[config.mk]
export PLATFORM = sky130hd
export DESIGN_NAME = waveform_min_peak_envelope_flat
export DESIGN_NICKNAME = d
export VERILOG_FILES = /design/src/rtl/wmpe_pkg.sv /design/src/rtl/wmpe_if.sv /design/src/rtl/wmpe_scale.sv /design/src/rtl/waveform_min_peak_envelope.sv /design/src/flat_wrapper.sv
export SDC_FILE = /design/constraint.sdc
export NUM_CORES = 1
export LEC_CHECK = 0
export BUFFER_PORTS_ARGS = -buffer_cell sky130_fd_sc_hd__buf_2
export CORE_MARGIN = 2
export CORE_UTILIZATION = 50
export DETAILED_ROUTE_END_ITERATION = 12
export PLACE_DENSITY = 0.75
export SLEW_MARGIN = 20
export SYNTH_ARGS = -nofsm -noshare
export SYNTH_HDL_FRONTEND = slang
export SYNTH_SLANG_ARGS = --single-unit
[constraint.sdc]
create_clock -name clk -period 20.9 [get_ports clk]
set_input_delay 1.045 -clock clk [delete_from_list [all_inputs] [get_ports clk]]
set_output_delay 1.045 -clock clk [all_outputs]
set_load 0.02 [all_outputs]
[src/rtl/wmpe_pkg.sv]
// Shared widths, register indexes, reset values and types for the waveform envelope block.
`default_nettype none
package wmpe_pkg;

  localparam int SAMPLE_W = 16;
  localparam int ROW_W    = 12;
  localparam int AMP_W    = 15;
  localparam int COUNT_W  = 16;
  localparam int MAG_W    = 17;   // |sample| reaches 32768
  localparam int PROD_W   = 32;
  localparam int SCALE_SH = 15;   // divide by 0x8000
  localparam int Q_W      = 15;   // |sample| * amp / 0x8000 stays below 2^15
  localparam int ROW_S_W  = 18;   // signed row before the clamp
  localparam int CFG_IDX_W  = 4;
  localparam int CFG_DATA_W = 16;

  typedef enum logic [CFG_IDX_W-1:0] {
    REG_HEIGHT     = 4'd0,
    REG_AMPLITUDE  = 4'd1,
    REG_SAMPLES    = 4'd2,
    REG_COLUMNS    = 4'd3
  } cfg_reg_t;

  localparam logic [ROW_W-1:0]   RESET_HEIGHT    = 12'd256;
  localparam logic [AMP_W-1:0]   RESET_AMPLITUDE = 15'd128;
  localparam logic [COUNT_W-1:0] RESET_SAMPLES   = 16'd1;
  localparam logic [COUNT_W-1:0] RESET_COLUMNS   = 16'd1;

  // scaled sample handed from the multiply stage to the reduce stage
  typedef struct packed {
    logic           valid;
    logic           neg;
    logic [Q_W-1:0] q;
  } scaled_t;

endpackage
`default_nettype wire

[src/rtl/wmpe_if.sv]
// Channel interfaces: sample requests, column results and register writes.
`default_nettype none
interface wmpe_sample_if;
  logic        valid;
  logic        ready;
  logic [15:0] sample;
  modport source (output valid, output sample, input ready);
  modport sink   (input valid, input sample, output ready);
endinterface

interface wmpe_column_if;
  logic        valid;
  logic        ready;
  logic [11:0] min_row;
  logic [11:0] peak_row;
  logic        last_column;
  modport source (output valid, output min_row, output peak_row, output last_column,
                  input ready);
  modport sink   (input valid, input min_row, input peak_row, input last_column,
                  output ready);
endinterface

interface wmpe_cfg_if;
  logic        valid;
  logic        ready;
  logic [3:0]  index;
  logic [15:0] data;
  modport source (output valid, output index, output data, input ready);
  modport sink   (input valid, input index, input data, output ready);
endinterface
`default_nettype wire

[src/rtl/wmpe_scale.sv]
// Input register and scaling multiply stage: |sample| * amplitude / 0x8000.
`default_nettype none
module wmpe_scale (
  input  logic                          clk,
  input  logic                          rst,
  wmpe_sample_if.sink                   samples,
  input  logic [wmpe_pkg::AMP_W-1:0]    amplitude,
  input  logic                          take,      // reduce stage consumes scaled this cycle
  output wmpe_pkg::scaled_t             scaled
);
  import wmpe_pkg::*;

  logic                s1_valid;
  logic [SAMPLE_W-1:0] s1_sample;
  logic                s2_ready;
  logic                s1_move;
  logic [MAG_W-1:0]    mag;
  logic [PROD_W-1:0]   prod;

  assign s2_ready      = !scaled.valid || take;
  assign s1_move       = s1_valid && s2_ready;
  assign samples.ready = !s1_valid || s2_ready;

  // magnitude of a two's complement sample, -32768 gives 32768
  assign mag  = s1_sample[SAMPLE_W-1] ? (MAG_W'(17'h10000) - {1'b0, s1_sample})
                                      : {1'b0, s1_sample};
  assign prod = PROD_W'(mag) * PROD_W'(amplitude);

  always_ff @(posedge clk) begin
    if (rst) begin
      s1_valid <= 1'b0;
    end else if (samples.valid && samples.ready) begin
      s1_valid <= 1'b1;
    end else if (s1_move) begin
      s1_valid <= 1'b0;
    end
    if (samples.valid && samples.ready) begin
      s1_sample <= samples.sample;
    end
  end

  always_ff @(posedge clk) begin
    if (rst) begin
      scaled.valid <= 1'b0;
    end else if (s2_ready) begin
      scaled.valid <= s1_valid;
    end
    if (s1_move) begin
      scaled.neg <= s1_sample[SAMPLE_W-1];
      scaled.q   <= prod[SCALE_SH +: Q_W];
    end
  end

endmodule
`default_nettype wire

[src/rtl/waveform_min_peak_envelope.sv]
// Top level of the min/peak waveform envelope reducer.
// Takes one signed 16-bit sample per request, maps it to a display row
// floor(height/2) - sample*amplitude/0x8000 (truncated toward zero), clamps the
// row to 0..height, and after every samples_per_column samples returns one
// column request carrying the lowest and highest row of that group.
// The column_count-th column of a run is flagged last_column and the counter
// restarts. A zero in samples_per_column or column_count counts as 65536.
// Rate: one sample per clock sustained. A sample goes through three register
// levels (input register, multiply register, result register) before its
// column is presented. The single 17x15 multiply and the row clamp/compare
// stage set this pace; the result register lets the next samples flow while a
// column waits to be taken, and only a second column behind a stalled one
// holds the pipe.
// Registers are written over cfg (index 0 height, 1 amplitude,
// 2 samples_per_column, 3 column_count; other indexes are dropped) and must
// only be written while no sample is in flight.
`default_nettype none
module waveform_min_peak_envelope (
  input  logic          clk,
  input  logic          rst,
  wmpe_sample_if.sink   samples,
  wmpe_column_if.source columns,
  wmpe_cfg_if.sink      cfg
);
  import wmpe_pkg::*;

  // configuration registers
  logic [ROW_W-1:0]   height;
  logic [AMP_W-1:0]   amplitude;
  logic [COUNT_W-1:0] samples_per_column;
  logic [COUNT_W-1:0] column_count;

  // reduction state
  logic [COUNT_W-1:0] sample_in_column;
  logic [COUNT_W-1:0] column_index;
  logic [ROW_W-1:0]   running_min;
  logic [ROW_W-1:0]   running_peak;

  // result register
  logic               out_valid;
  logic [ROW_W-1:0]   out_min;
  logic [ROW_W-1:0]   out_peak;
  logic               out_last;

  scaled_t            scaled;
  logic               upd_take;
  logic               upd_emit;
  logic               upd_last;
  logic [COUNT_W-1:0] sample_next;
  logic [COUNT_W-1:0] column_next;
  logic signed [ROW_S_W-1:0] half_s;
  logic signed [ROW_S_W-1:0] q_s;
  logic signed [ROW_S_W-1:0] row_s;
  logic [ROW_W-1:0]   row;
  logic [ROW_W-1:0]   min_next;
  logic [ROW_W-1:0]   peak_next;

  // ---------------------------------------------------------------------------
  // Register writes; the port never pushes back.
  // ---------------------------------------------------------------------------
  assign cfg.ready = 1'b1;

  always_ff @(posedge clk) begin
    if (rst) begin
      height             <= RESET_HEIGHT;
      amplitude          <= RESET_AMPLITUDE;
      samples_per_column <= RESET_SAMPLES;
      column_count       <= RESET_COLUMNS;
    end else if (cfg.valid && cfg.ready) begin
      unique case (cfg.index)
        REG_HEIGHT:    height             <= cfg.data[ROW_W-1:0];
        REG_AMPLITUDE: amplitude          <= cfg.data[AMP_W-1:0];
        REG_SAMPLES:   samples_per_column <= cfg.data[COUNT_W-1:0];
        REG_COLUMNS:   column_count       <= cfg.data[COUNT_W-1:0];
        default: ;     // unknown index, dropped
      endcase
    end
  end

  // ---------------------------------------------------------------------------
  // Input and multiply stages.
  // ---------------------------------------------------------------------------
  wmpe_scale u_scale (
    .clk       (clk),
    .rst       (rst),
    .samples   (samples),
    .amplitude (amplitude),
    .take      (upd_take),
    .scaled    (scaled)
  );

  // ---------------------------------------------------------------------------
  // Reduce stage: row mapping, clamp, running min/peak and column counters.
  // ---------------------------------------------------------------------------
  assign half_s = ROW_S_W'({1'b0, height[ROW_W-1:1]});
  assign q_s    = ROW_S_W'(scaled.q);
  // negative sample raises the row
  assign row_s  = scaled.neg ? (half_s + q_s) : (half_s - q_s);

  always_comb begin
    if (row_s < 0) begin
      row = '0;
    end else if (row_s > ROW_S_W'(height)) begin
      row = height;
    end else begin
      row = row_s[ROW_W-1:0];
    end
  end

  assign min_next  = (row < running_min)  ? row : running_min;
  assign peak_next = (row > running_peak) ? row : running_peak;

  // counters wrap at 16 bits, so a zero limit means 65536
  assign sample_next = sample_in_column + COUNT_W'(1);
  assign column_next = column_index + COUNT_W'(1);
  assign upd_emit    = (sample_next == samples_per_column);
  assign upd_last    = (column_next == column_count);

  // a closing sample waits only while the result register is full and columns.ready is low
  assign upd_take = scaled.valid && (!upd_emit || !out_valid || columns.ready);

  always_ff @(posedge clk) begin
    if (rst) begin
      sample_in_column <= '0;
      column_index     <= '0;
      running_min      <= RESET_HEIGHT;
      running_peak     <= '0;
    end else if (upd_take) begin
      if (upd_emit) begin
        sample_in_column <= '0;
        column_index     <= upd_last ? '0 : column_next;
        running_min      <= height;
        running_peak     <= '0;
      end else begin
        sample_in_column <= sample_next;
        running_min      <= min_next;
        running_peak     <= peak_next;
      end
    end
  end

  // ---------------------------------------------------------------------------
  // Result register.
  // ---------------------------------------------------------------------------
  always_ff @(posedge clk) begin
    if (rst) begin
      out_valid <= 1'b0;
    end else if (upd_take && upd_emit) begin
      out_valid <= 1'b1;
    end else if (columns.ready) begin
      out_valid <= 1'b0;
    end
    if (upd_take && upd_emit) begin
      out_min  <= min_next;
      out_peak <= peak_next;
      out_last <= upd_last;
    end
  end

  assign columns.valid       = out_valid;
  assign columns.min_row     = out_min;
  assign columns.peak_row    = out_peak;
  assign columns.last_column = out_last;

  // ---------------------------------------------------------------------------
  // Checks
  // ---------------------------------------------------------------------------
  a_no_overwrite: assert property (@(posedge clk) disable iff (rst)
    (out_valid && !columns.ready) |-> !(upd_take && upd_emit))
    else $error("column result overwritten while stalled");

  a_emit_loads: assert property (@(posedge clk) disable iff (rst)
    (upd_take && upd_emit) |=> (out_valid && sample_in_column == '0 && running_peak == '0))
    else $error("column close did not load result and restart column");

  a_last_restarts: assert property (@(posedge clk) disable iff (rst)
    (upd_take && upd_emit && upd_last) |=> (column_index == '0 && out_last))
    else $error("last column did not restart run");

  a_mid_column_no_result: assert property (@(posedge clk) disable iff (rst)
    (upd_take && !upd_emit && !columns.ready && out_valid) |=>
      (out_valid && $stable(out_min) && $stable(out_peak)))
    else $error("result changed without a column close");

endmodule
`default_nettype wire
[src/flat_wrapper.sv]
// flat-port wrapper written by rule: the top's interface ports become plain ports
module waveform_min_peak_envelope_flat import wmpe_pkg::*;
  (clk, rst, samples_valid, samples_sample, samples_ready, columns_valid, columns_min_row, columns_peak_row, columns_last_column, columns_ready, cfg_valid, cfg_index, cfg_data, cfg_ready);
  wmpe_sample_if samples_i ();
  wmpe_column_if columns_i ();
  wmpe_cfg_if cfg_i ();
  input  logic clk;
  input  logic rst;
  input wire logic [$bits(samples_i.valid)-1:0] samples_valid;
  input wire logic [$bits(samples_i.sample)-1:0] samples_sample;
  output wire logic [$bits(samples_i.ready)-1:0] samples_ready;
  output wire logic [$bits(columns_i.valid)-1:0] columns_valid;
  output wire logic [$bits(columns_i.min_row)-1:0] columns_min_row;
  output wire logic [$bits(columns_i.peak_row)-1:0] columns_peak_row;
  output wire logic [$bits(columns_i.last_column)-1:0] columns_last_column;
  input wire logic [$bits(columns_i.ready)-1:0] columns_ready;
  input wire logic [$bits(cfg_i.valid)-1:0] cfg_valid;
  input wire logic [$bits(cfg_i.index)-1:0] cfg_index;
  input wire logic [$bits(cfg_i.data)-1:0] cfg_data;
  output wire logic [$bits(cfg_i.ready)-1:0] cfg_ready;
  assign samples_i.valid = samples_valid;
  assign samples_i.sample = samples_sample;
  assign samples_ready = samples_i.ready;
  assign columns_valid = columns_i.valid;
  assign columns_min_row = columns_i.min_row;
  assign columns_peak_row = columns_i.peak_row;
  assign columns_last_column = columns_i.last_column;
  assign columns_i.ready = columns_ready;
  assign cfg_i.valid = cfg_valid;
  assign cfg_i.index = cfg_index;
  assign cfg_i.data = cfg_data;
  assign cfg_ready = cfg_i.ready;
  waveform_min_peak_envelope u_core (.clk(clk), .rst(rst), .samples(samples_i), .columns(columns_i), .cfg(cfg_i));
endmodule
# Yosys cells after proc, flatten, opt, wreduce, memory -nomap -nowiden
# Cells that the tools add are included.
[classes]
addsub = 5
n_mul = 1
order_cmp = 4
n_eq_ne = 5
muxes = 14
n_reduce_logical = 20
[ops]
columns = ["op", "count"]
rows = [
  ["$mux 12", 6],
  ["$add 16x1->16 const B", 2],
  ["$eq 16x16->1", 2],
  ["$mux 16", 2],
  ["$mul 17x15->30", 1],
  ["$gt 18x12->1", 1],
  ["$lt 18x1->1 const B", 1],
  ["$mux 18", 1],
  ["$mux 17", 1],
  ["$sub 17x16->17 const A", 1],
  ["$add 11x15->16", 1],
  ["$sub 11x15->16", 1],
  ["$gt 12x12->1", 1],
  ["$lt 12x12->1", 1],
  ["$reduce_and 2->1", 5],
  ["$eq 4x2->1 const B", 2],
  ["$eq 4x1->1 const B", 1],
  ["$logic_and 1x1->1", 4],
  ["$logic_not 1->1", 4],
  ["$logic_not 4->1", 1],
  ["$logic_or 1x1->1", 4],
  ["$mux 1", 4],
  ["$reduce_bool 2->1", 2],
]
[word_totals]
reg_bits = 175
wordCells = 66

# Depth between registers and ports, before layout
# Gate-level depths: netlist (run 1).
[logic_depth]
depth_word = 10
depth_mapped = 36

# By module
# Synthesis (run 1) repeated with hierarchy kept, for this count alone.
[hier_totals]
cells_unflattened = 2040
area_unflattened_um2 = 18336.3
[by_module_without_submodules]
columns = ["module", "n_inst", "cells_per_inst", "area_per_inst_um2", "seq_area_each_um2"]
rows = [
  ["wmpe_scale", 1, 984, 9238.9, 1001.0],
  ["waveform_min_peak_envelope", 1, 1056, 9097.5, 3072.9],
]

# Least setup slack after synthesis (run 1)
# No wires, ideal clock.
[synth_timing]
path_kind = "register -> register"
start = "register u_core.u_scale.s1_sample[0]"
end = "register, netlist name u_core.u_scale.scaled[14]"
setup_ns = 0.174
arrival_time_ns = 7.800
setup_slack_ns = 12.925
path_stages_with_launch = 32
cell_sequence = "edfxtp_1 clkbuf_1 inv_1 ha_1 nand2_1 or4_1 or3_1 o21ai_0 xnor2_1 clkbuf_1 and2_1 fa_1 inv_1 fa_1 inv_1 fa_1 fa_1 fa_1 inv_1 fa_1 inv_1 ha_1 nand3_1 or2_2 nor3_1 a211oi_1 nor4b_1 o2111ai_1 a21boi_0 o31a_1 nor4_1 a311oi_1"
[synth_between]
elab_chain_len = 3
[synth_lines]
columns = ["item", "line_no", "source"]
rows = [
  ["start: declaration", "wmpe_scale.sv:14", "logic [SAMPLE_W-1:0] s1_sample;"],
  ["start signal: assignment", "wmpe_scale.sv:38", "s1_sample <= samples.sample;"],
  ["$sub 17x16->17", "wmpe_scale.sv:25", "assign mag = s1_sample[SAMPLE_W-1] ? (MAG_W'(17'h10000) - {1'b0, s1_sample})"],
  ["$mux 17 *", "wmpe_scale.sv:25", ""],
  ["$mul 17x15->30 *", "wmpe_scale.sv:27", "assign prod = PROD_W'(mag) * PROD_W'(amplitude);"],
  ["named net u_core.u_scale.prod[29]", "wmpe_scale.sv:18", "logic [PROD_W-1:0] prod;"],
]
# The timed path passes the listed nets; every way through them passes the cells marked *.
# A chain may end at the register's enable or synchronous reset.

# Final worst setup path (run 1)
[layout_timing]
start = "register u_core.u_scale.s1_sample[0]"
end = "register, netlist name u_core.u_scale.scaled[14]"
[layout_between]
elab_chain_len = 3
[layout_lines]
columns = ["item", "line_no"]
rows = [
  ["$sub 17x16->17", "wmpe_scale.sv:25"],
  ["$mux 17 *", "wmpe_scale.sv:25"],
  ["$mul 17x15->30 *", "wmpe_scale.sv:27"],
  ["named net u_core.u_scale.prod[29]", "wmpe_scale.sv:18"],
]
# Marks and branches as above.

==> results.sh, run 1 <==
export IMPL_antenna_cells=0
export IMPL_post_cts_buffers=0
export IMPL_yosysWarnings=0
export IMPL_synth_xor_area_share_pct=4.287
export IMPL_die_x_um=193.6
export IMPL_synth_most_common_cell="inv_1"
export IMPL_syn_inst=1971
export IMPL_area_growth_syn_to_layout_pct=7.725
export IMPL_fmax_mhz=115.7
export IMPL_first_pass_iters=5
export IMPL_async_flop_share_pct=0
export IMPL_synth_area_top_cells="fa_1, dfxtp_1, ha_1"
export IMPL_core_um2=35480
export IMPL_synth_top_family_by_area="adder cells"
export IMPL_path_class="reg2reg"
export IMPL_place_hpwl_um=32430
export IMPL_htreeDepth=4
export IMPL_cts_sinks=175
export IMPL_netlist_area_um2=17980
export IMPL_grt_first_pass_wirelength_um=71560
export IMPL_io_buffers=67
export IMPL_clockBufferDepth=2
export IMPL_wire_per_inst_um=17.31
export IMPL_vias=13740
export IMPL_rows=69
export IMPL_vias_per_cell=5.538
export IMPL_synth_simple_gate_area_share_pct=18.44
export IMPL_leakage_nw=8.877
export IMPL_track_usage_pct=23.49
export IMPL_routed_wl_um=42950
export IMPL_worst_pin_slew_ns=1.069
export IMPL_status="completed"
export IMPL_worstPathMaxFanout=17
export IMPL_ys_types=90
export IMPL_min_path_type="reg2reg"
export IMPL_drv_slew=0
export IMPL_cp_slowest_cell="edfxtp_1"
export IMPL_synth_adder_area_share_pct=31.37
export IMPL_ys_ff_latch=175
export IMPL_synth_ff_type="dfxtp_1"
export IMPL_p_per_area_nw_per_um2=52.54
export IMPL_yosys_area_top_type="fa_1"
export IMPL_worstSkewPairLatency_ns=0.44
export IMPL_drtAntennaViolNets=0
export IMPL_n_fill_cell=3112
export IMPL_crit_required_ns=21.17
export IMPL_setup_violations=0
export IMPL_finalCriticalPeriod_ns=8.643
export IMPL_fin_worst_skew_ns=0.01538
export IMPL_final_util_pct=54.59
export IMPL_relSlewSlack_pct=28.74
export IMPL_nets=2383
export IMPL_rsz0062_at_grt="no"
export IMPL_muxShareOfSynthArea_pct=4.266
export IMPL_ir_worst_vdd_mv=0.05578
export IMPL_io_pins=69
export IMPL_synth_compound_area_share_pct=10.46
export IMPL_cts_root_buf="clkbuf_16"
export IMPL_cts_buffers=17
export IMPL_ys_seq_area_share_pct=22.66
export IMPL_ctsResizeCount=0
export IMPL_crit_top_cell="fa_1"
export IMPL_synth_commonest_cells="inv_1, fa_1, nand2_1, and2_1, ha_1"
export IMPL_drt_initial_drc_count=850
export IMPL_grt_max_degree=76
export IMPL_syn_area_per_cell_um2=9.122
export IMPL_overflow=0
export IMPL_setup_tns_ns=0
export IMPL_worstSetupEndpointType="flop"
export IMPL_clk_pin_slew_ns=0.08
export IMPL_start_util_pct=50.67
export IMPL_cp_start_kind="flop"
export IMPL_dieHeight_um=193.6
export IMPL_yosys_area_top_type_share_pct=21.49
export IMPL_finalCritPeriodShare_pct=41.35
export IMPL_cp_arrival_ns=8.91
export IMPL_finalWeightedCongestion=0.8934
export IMPL_holdBufCountCts=0
export IMPL_synth_edf_count=57
export IMPL_hold_viol=0
export IMPL_die_area_um2=37490
export IMPL_drive_gt1_share_pct=8.515
export IMPL_cts_tree="built"
export IMPL_cap_viol_max_count=0
export IMPL_grt_pass1_vias=14480
export IMPL_antenna_found_initial=0
export IMPL_drc=0
export IMPL_cp_slowest_stage_delay_ns=0.62
cell usage in the layout (no fill, tap or decap), drive strengths merged, types with 12 or more instances in the layout:
master,count
nand2b,19
nand3,34
xor2,23
or2,12
nand2,168
mux2i,71
conb,14
o21ai,58
xnor2,65
a21oi,92
and2,146
a22o,12
buf,90
ha,142
inv,311
nor3,19
a21o,28
dfxtp,118
o21a,12
nor2b,27
and3,17
clkbuf,21
fa,193
edfxtp,57
nand4,17
nor2,101
or3,16
stage by stage:
step           instance area [µm²]  setup WS, ns  power [W]  cells  hold WS, ns
6_report                     19370         12.26   0.001018   2481       0.4723
5_1_grt                      19370         11.46   0.001078   2481       0.4941
4_1_cts                      19360         12.20   0.001021   2481       0.4754
3_5_place_dp                 18760         12.21  0.0006950   2449       0.4554
3_3_place_gp                 18760         12.49  0.0006844   2449       0.4566
2_1_floorplan                18020         12.93  0.0006131   1983       0.4422
routing by layer:
| metal | share of wire [%] | track usage (%) |
|---|---|---|
| met3 | 6.1 | 4.783 |
| met5 | 0 | 0 |
| met1 | 43 | 30.11 |
| met4 | 3.1 | 8.482 |
| met2 | 48 | 39.42 |
registers in the layout, summed over array words and instances, names as in the netlist:
name and flops:
u_core.columns.valid 1, u_core.sample_in_column 16, u_core.samples_per_column 16, u_core.column_count 16
u_core.columns.peak_row 12, u_core.running_peak 12, u_core.running_min 12, u_core.columns.last_column 1
u_core.columns.min_row 12, u_core.height 12, u_core.u_scale.s1_sample 16, u_core.u_scale.scaled 17
u_core.u_scale.s1_valid 1, u_core.column_index 16, u_core.amplitude 15
cell families (layout without fill, tap and decap cells):
logic type               after synthesis  after routing
AO/OA/AOI/OAI                        287            287
XOR/XNOR                              88             88
adder cells (fa/ha/maj)              335            335
buffers and inverters                392            429
flip-flops                           175            175
multiplexers                          76             76
other                                  2             14
AND/OR/NAND/NOR                      616            616
cell type report:
cell class,count,area [µm²],share of cell area (%)
well taps,461,576.8,2.978
flip-flops and latches,175,4074,21.03
clock inverters,11,107.6,0.5556
inverters,307,1152,5.950
multi-input cells,1416,12450,64.30
clock buffers,21,493.0,2.545
repair buffers,90,510.5,2.636
critical path, delay by kind of cell, from the launching register on:
kind,cells,cell delay (ns)
DFF,1,0.62
buffers and inverters,5,0.42
AOI/OAI and AO/OA,6,1.54
xor gates and xnor gates,1,0.16
adders and majority gates,7,3.33
and+or+nand+nor,10,2.36
power by group:
| group | internal, W | switching, W |
|---|---|---|
| logic | 0.000123 | 0.000187 |
| clock network | 0.000176 | 0.000152 |
| registers | 0.000367 | 0.0000128 |
final timing paths:
check / slack [ns] / cells after the start / end / start
max: 12.26 / 29 / u_core.u_scale.scaled[14] / u_core.u_scale.s1_sample[0]
min: 0.47 / 2 / u_core.column_count[14] / u_core.column_count[14]
max reg2reg: 12.26 / 29 / u_core.u_scale.scaled[14] / u_core.u_scale.s1_sample[0]
min reg2reg: 0.47 / 2 / u_core.column_count[14] / u_core.column_count[14]
Power figures use the tool's default switching activity.
==> run 2: changes to the inputs <==
--- a/config.mk
+++ b/config.mk
@@ -5,6 +5,7 @@
 export SDC_FILE = /design/constraint.sdc
 export NUM_CORES = 1
 export LEC_CHECK = 0
+export ABC_AREA = 1
 export BUFFER_PORTS_ARGS = -buffer_cell sky130_fd_sc_hd__buf_2
 export CORE_MARGIN = 2
 export CORE_UTILIZATION = 50
==> constraint.sdc (replaced) <==
create_clock -name clk -period 8.17 [get_ports clk]
set_input_delay 0.4085 -clock clk [delete_from_list [all_inputs] [get_ports clk]]
set_output_delay 0.4085 -clock clk [all_outputs]
set_load 0.02 [all_outputs]
==> run 2 against run 1 <==
  * Maximum frequency rose by 15%
  * Critical endpoint unchanged
  * Worst hold slack worse by 0.34 ns
  * Die area grew 1.8%
  * Critical path type unchanged
  * Global-route usage up 1.7 points
==> results.sh, run 2 <==
export IMPL_status="completed"
export IMPL_fin_worst_skew_ns=0.01314
export IMPL_finalCriticalPeriod_ns=7.545
export IMPL_cp_arrival_ns=7.75
export IMPL_worstSetupEndpointType="flop"
export IMPL_io_buffers=67
export IMPL_grt_max_degree=64
export IMPL_cp_slowest_cell="fa_1"
export IMPL_netlist_area_um2=18320
export IMPL_holdBufCountCts=0
export IMPL_vias_per_cell=5.324
export IMPL_die_x_um=195.4
export IMPL_drv_slew=0
export IMPL_cp_start_kind="flop"
export IMPL_setup_tns_ns=0
export IMPL_synth_most_common_cell="inv_1"
export IMPL_min_path_type="in2reg"
export IMPL_crit_required_ns=8.38
export IMPL_path_class="reg2reg"
export IMPL_final_cell_area_um2=19700
export IMPL_antenna_cells=0
export IMPL_final_common_cell="inv_1"
export IMPL_ys_seq_area_share_pct=22.24
export IMPL_async_flop_share_pct=0
export IMPL_worst_pin_slew_ns=0.9196
export IMPL_synth_edf_count=57
export IMPL_ys_types=56
export IMPL_htreeDepth=4
export IMPL_rsz0062_at_grt="no"
export IMPL_vias=15690
export IMPL_holdWs_ns=0.1275
export IMPL_drtAntennaViolNets=0
export IMPL_first_pass_iters=5
export IMPL_grt_first_pass_wirelength_um=76120
export IMPL_hold_viol=0
export IMPL_wire_per_inst_um=15.91
export IMPL_track_usage_pct=25.18
export IMPL_drt_initial_drc_count=1247
export IMPL_die_area_um2=38180
export IMPL_yosysWarnings=0
export IMPL_largest_reg_flops=17
export IMPL_drc=0
export IMPL_syn_area_per_cell_um2=7.531
export IMPL_cts_sinks=175
export IMPL_layout_common_cells="inv_1, nand2_1, nor2_1"
export IMPL_setup_violations=0
export IMPL_io_pins=69
export IMPL_cp_slowest_stage_delay_ns=0.54
export IMPL_cts_tree="built"
export IMPL_ir_worst_vdd_mv=0.1621
export IMPL_overflow=0
export IMPL_p_per_area_nw_per_um2=152.9
export IMPL_syn_inst=2432
export IMPL_fmax_mhz=132.5
export IMPL_clk_pin_slew_ns=0.07
export IMPL_synth_area_top_cells="fa_1, dfxtp_1, ha_1"
export IMPL_leakage_nw=9.509
export IMPL_rows=70
export IMPL_dieHeight_um=195.4
export IMPL_yosys_area_top_type="fa_1"
export IMPL_finalCritPeriodShare_pct=92.35
export IMPL_worstPathMaxFanout=9
export IMPL_place_hpwl_um=37540
export IMPL_cap_viol_max_count=0
export IMPL_nets=2842
export IMPL_largest_register="u_core.u_scale.scaled"
export IMPL_drive_gt1_share_pct=6.737
export IMPL_yosys_area_top_type_share_pct=21.10
export IMPL_placed_area_um2=19050
export IMPL_synth_ff_type="dfxtp_1"
export IMPL_relSlewSlack_pct=38.63
export IMPL_antenna_found_initial=0
export IMPL_core_um2=36350
export IMPL_start_util_pct=50.39
export IMPL_n_fill_cell=3345
export IMPL_grt_pass1_vias=15490
export IMPL_crit_family="adder cells"
export IMPL_area_growth_syn_to_layout_pct=7.549
export IMPL_clockBufferDepth=2
export IMPL_worstSkewPairLatency_ns=0.46
export IMPL_routed_wl_um=46890
export IMPL_ys_ff_latch=175
export IMPL_cts_buffers=17
export IMPL_cts_root_buf="clkbuf_16"
export IMPL_synth_commonest_cells="inv_1, nand2_1, nor2_1, fa_1, a21oi_1"
export IMPL_worst_path_buf_inv=9
export IMPL_finalWeightedCongestion=0.9692
export IMPL_crit_top_cell="inv_1"
## run 2: cell types whose count changed in the layout (fill, tap and decap cells not counted), moves of 49 or more
cell | previous run | this run
nand2_1 | 168 | 466
xnor2_1 | 65 | 16
nor2_1 | 97 | 287
a21oi_1 | 91 | 167
nand3_1 | 34 | 96
mux2i_1 | 71 | 0
inv_1 | 298 | 471
and2_1 | 146 | 14
## run 2: layer usage
metal / wire (µm) / GRT usage [%] / vias to the layer above
li1: - / - / 7596
met1: 19040 / 30.46 / 7434
met2: 22640 / 43.72 / 562
met3: 3609 / 5.769 / 97
met4: 1591 / 9.528 / 0
met5: 0 / 0 / -
## run 2: timing repair
item                       4_1_cts  5_1_grt
gates resized for setup          0        3
setup endpoints to repair        0        6
buffers inserted                 0        1
## run 2: worst reg2reg max path: cells and delay by family (launching register included)
| kind | cells | cell delay, ns |
|---|---|---|
| XOR/XNOR | 1 | 0.13 |
| AND/OR/NAND/NOR | 11 | 1.55 |
| flip-flops | 1 | 0.43 |
| AO/OA/AOI/OAI | 5 | 1.03 |
| adder cells (fa/ha/maj) | 7 | 3.40 |
| buffers and inverters | 9 | 0.75 |
## run 2: where the power goes
group | total (W) | switching (W) | internal (W)
Clock | 0.000872 | 0.000419 | 0.000453
Combinational | 0.00114 | 0.000743 | 0.000393
Sequential | 0.00100 | 0.0000379 | 0.000966
## run 2: cell families (layout without fill, tap and decap cells)
| logic type | count (synthesis) | in the layout | share of synthesized area [%] |
|---|---|---|---|
| AOI/OAI and AO/OA | 303 | 303 | 8.744 |
| DFF | 175 | 175 | 22.24 |
| buffers and inverters | 570 | 605 | 12.05 |
| adders and majority gates | 335 | 335 | 30.80 |
| and+or+nand+nor | 985 | 985 | 23.12 |
| other | 2 | 14 | 0.04100 |
| xor gates and xnor gates | 62 | 62 | 3.006 |
## run 2: area by class of cell
type | count | area (µm²) | area share, %
multi-input cells | 1699 | 12100 | 61.41
flip-flops and latches | 175 | 4074 | 20.68
inverters | 492 | 1851 | 9.395
well taps | 468 | 585.6 | 2.973
repair buffers | 81 | 462.9 | 2.350
clock buffers | 18 | 439.2 | 2.230
clock inverters | 14 | 188.9 | 0.9592
## run 2: through the flow
step           setup slack [ns]  power (W)  utilization, %  std cells
2_1_floorplan            0.9061   0.001845               -       2444
6_report                 0.6251   0.003011           54.19       2947
3_5_place_dp             0.4896   0.002139           52.40       2914
4_1_cts                  0.5109   0.003012           54.13       2946
5_1_grt                0.001679   0.003210           54.19       2947
3_3_place_gp             0.7648   0.002107           52.33       2913
## run 2: path summary, 6_finish.rpt
check | slack (ns) | cells after the start | start | end
setup / recovery | 0.63 | 33 | u_core.u_scale.s1_sample[2] | u_core.u_scale.scaled[14]
hold / removal | 0.13 | 1 | samples_sample[14] | u_core.u_scale.s1_sample[14]
setup reg to reg | 0.63 | 33 | u_core.u_scale.s1_sample[2] | u_core.u_scale.scaled[14]
hold reg to reg | 0.47 | 2 | u_core.running_peak[3] | u_core.running_peak[3]
==> run 3: changes to the inputs <==
--- a/config.mk
+++ b/config.mk
@@ -8,9 +8,9 @@
 export ABC_AREA = 1
 export BUFFER_PORTS_ARGS = -buffer_cell sky130_fd_sc_hd__buf_2
 export CORE_MARGIN = 2
-export CORE_UTILIZATION = 50
+export CORE_UTILIZATION = 65
 export DETAILED_ROUTE_END_ITERATION = 12
-export PLACE_DENSITY = 0.75
+export PLACE_DENSITY = 0.91
 export SLEW_MARGIN = 20
 export SYNTH_ARGS = -nofsm -noshare
 export SYNTH_HDL_FRONTEND = slang
==> run 3 against run 2 <==
  * Sequential share of layout area rose by 0.13 points
  * Critical endpoint is now u_core.u_scale.scaled[11]
  * Maximum frequency fell by 4.7%
  * Highest routed layer unchanged
  * First-iteration DRC count rose by 66%
  * Sequential power barely moved
  * Largest power group unchanged
  * Wire length rose by 6.4%
  * Critical path depth rose by 4
  * Utilization rose by 16 points
  * Via count rose by 6.9%
==> results.sh, run 3 (same netlist as run 2, synthesis figures left out) <==
export IMPL_p_per_area_nw_per_um2=154.1
export IMPL_path_class="reg2reg"
export IMPL_drtAntennaViolNets=0
export IMPL_largest_register="u_core.u_scale.scaled"
export IMPL_final_util_pct=70.46
export IMPL_start_util_pct=65.93
export IMPL_hold_viol=0
export IMPL_use_met3_pct=7.393
export IMPL_cts_root_buf="clkbuf_16"
export IMPL_area_growth_syn_to_layout_pct=6.873
export IMPL_hold_depth=1
export IMPL_track_usage_pct=34.28
export IMPL_finalWeightedCongestion=0.9884
export IMPL_worstSetupEndpointType="flop"
export IMPL_min_from="samples_sample[7]"
export IMPL_cp_arrival_ns=8.10
export IMPL_die_x_um=171.9
export IMPL_final_common_cell="inv_1"
export IMPL_busiest_layer="met2"
export IMPL_status="completed"
export IMPL_drt_initial_drc_count=2069
export IMPL_worst_r2r_path_depth=37
export IMPL_first_pass_iters=7
export IMPL_r2r_start="u_core.u_scale.s1_sample[2]"
export IMPL_crit_required_ns=8.36
export IMPL_place_hpwl_um=38070
export IMPL_nets=2844
export IMPL_ir_worst_vdd_mv=0.1312
export IMPL_layout_common_cells="inv_1, nand2_1, nor2_1"
export IMPL_vias_per_cell=5.867
export IMPL_drc=0
export IMPL_reg2reg_slack_ns=0.26
export IMPL_antenna_found_initial=0
export IMPL_rr_endpoint="u_core.u_scale.scaled[11]"
export IMPL_cts_buffers=17
export IMPL_cp_slowest_cell="fa_1"
export IMPL_clockBufferDepth=2
export IMPL_io_buffers=67
export IMPL_min_path_type="in2reg"
export IMPL_htreeDepth=4
export IMPL_finalCritPeriodShare_pct=96.87
export IMPL_min_to="u_core.u_scale.s1_sample[7]"
export IMPL_overflow=0
export IMPL_die_area_um2=29540
export IMPL_holdBufCountCts=0
export IMPL_core_um2=27780
export IMPL_rows=61
export IMPL_finalPower_w=0.003016
export IMPL_setup_violations=0
export IMPL_largest_reg_flops=17
export IMPL_cp_slowest_stage_delay_ns=0.56
export IMPL_clk_pin_slew_ns=0.07
export IMPL_antenna_cells=0
export IMPL_cap_viol_max_count=0
export IMPL_fin_worst_skew_ns=0.009984
export IMPL_grt_pass1_vias=16110
export IMPL_relSlewSlack_pct=35.34
export IMPL_drv_slew=0
export IMPL_leakage_nw=9.494
export IMPL_grt_max_degree=56
export IMPL_wire_per_inst_um=17.45
export IMPL_use_met2_pct=56.70
export IMPL_vias=16770
export IMPL_finalCriticalPeriod_ns=7.915
export IMPL_fmax_mhz=126.3
export IMPL_holdWs_ns=0.1342
export IMPL_drive_gt1_share_pct=6.973
export IMPL_cts_sinks=175
export IMPL_grt_util_met1_pct=42.66
export IMPL_worstPathMaxFanout=6
export IMPL_pre_cts_ws_ns=0.1478
export IMPL_crit_top_cell="inv_1"
export IMPL_dieHeight_um=171.9
export IMPL_setup_slack_ns=0.2554
export IMPL_n_fill_cell=2106
export IMPL_routed_wl_um=49890
export IMPL_cts_tree="built"
export IMPL_grt_first_pass_wirelength_um=78920
export IMPL_worst_pin_slew_ns=0.9677
export IMPL_cp_start_kind="flop"
export IMPL_io_pins=69
export IMPL_worstSkewPairLatency_ns=0.44
-- run 3: cell count changes in the layout (fill, tap and decap cells not counted), sizes merged --
cell / change
inv: -2
buf: +2
clkinv: -3
bufinv: +1
clkinvlp: +4
-- run 3: routing by layer --
| layer | share of wire, % | wire, µm | vias to the layer above |
|---|---|---|---|
| met2 | 47 | 23530 | 1080 |
| met4 | 5.2 | 2607 | 0 |
| met1 | 37 | 18350 | 7869 |
| li1 | - | - | 7588 |
| met3 | 11 | 5397 | 237 |
| met5 | 0 | 0 | - |
-- run 3: stage by stage --
stage                     area (µm²)  setup TNS [ns]  cells
after CTS                      19490               0   2854
final                          19570               0   2859
after floorplan                18360               0   2444
after detailed placement       18900               0   2822
after global routing           19570         -0.1259   2859
after global placement         18900               0   2822
-- run 3: worst max-delay path by stage --
stage / startpoint / to
2_1_floorplan: u_core.u_scale.s1_sample[0] / u_core.u_scale.scaled[11]
3_3_place_gp: u_core.u_scale.s1_sample[0] / u_core.u_scale.scaled[11]
3_5_place_dp: u_core.u_scale.s1_sample[0] / u_core.u_scale.scaled[11]
4_1_cts: u_core.u_scale.s1_sample[0] / u_core.u_scale.scaled[11]
5_1_grt: u_core.u_scale.s1_sample[0] / u_core.u_scale.scaled[13]
6_report: u_core.u_scale.s1_sample[2] / u_core.u_scale.scaled[11]
-- run 3: final cells by class --
class	instances	area, µm²	share of cell area, %
clock buffer	18	429.2	2.193
clock inverter	14	160.2	0.8182
inverter	492	1858	9.492
multi-input combinational	1699	12110	61.88
sequential	175	4074	20.81
tap	378	473.0	2.416
timing repair buffer	83	467.9	2.391
-- run 3: what timing repair did --
| action | 4_1_cts | 5_1_grt |
|---|---|---|
| setup endpoints to repair | 0 | 15 |
| buffers inserted | 0 | 4 |
| resized for setup | 0 | 9 |
-- run 3: power by group --
group | internal [W] | switching, W | total (W)
clock | 0.000458 | 0.000373 | 0.000831
combinational | 0.000397 | 0.000783 | 0.00118
sequential | 0.000966 | 0.0000381 | 0.00100
-- run 3: critical path, delay by kind of cell, from the launching register on --
family          cells  cell delay [ns]
simple gates       14             2.16
fa+ha+maj           7             3.23
xor+xnor            1             0.16
flops               1             0.44
buf+inv             9             0.83
compound gates      6             0.84
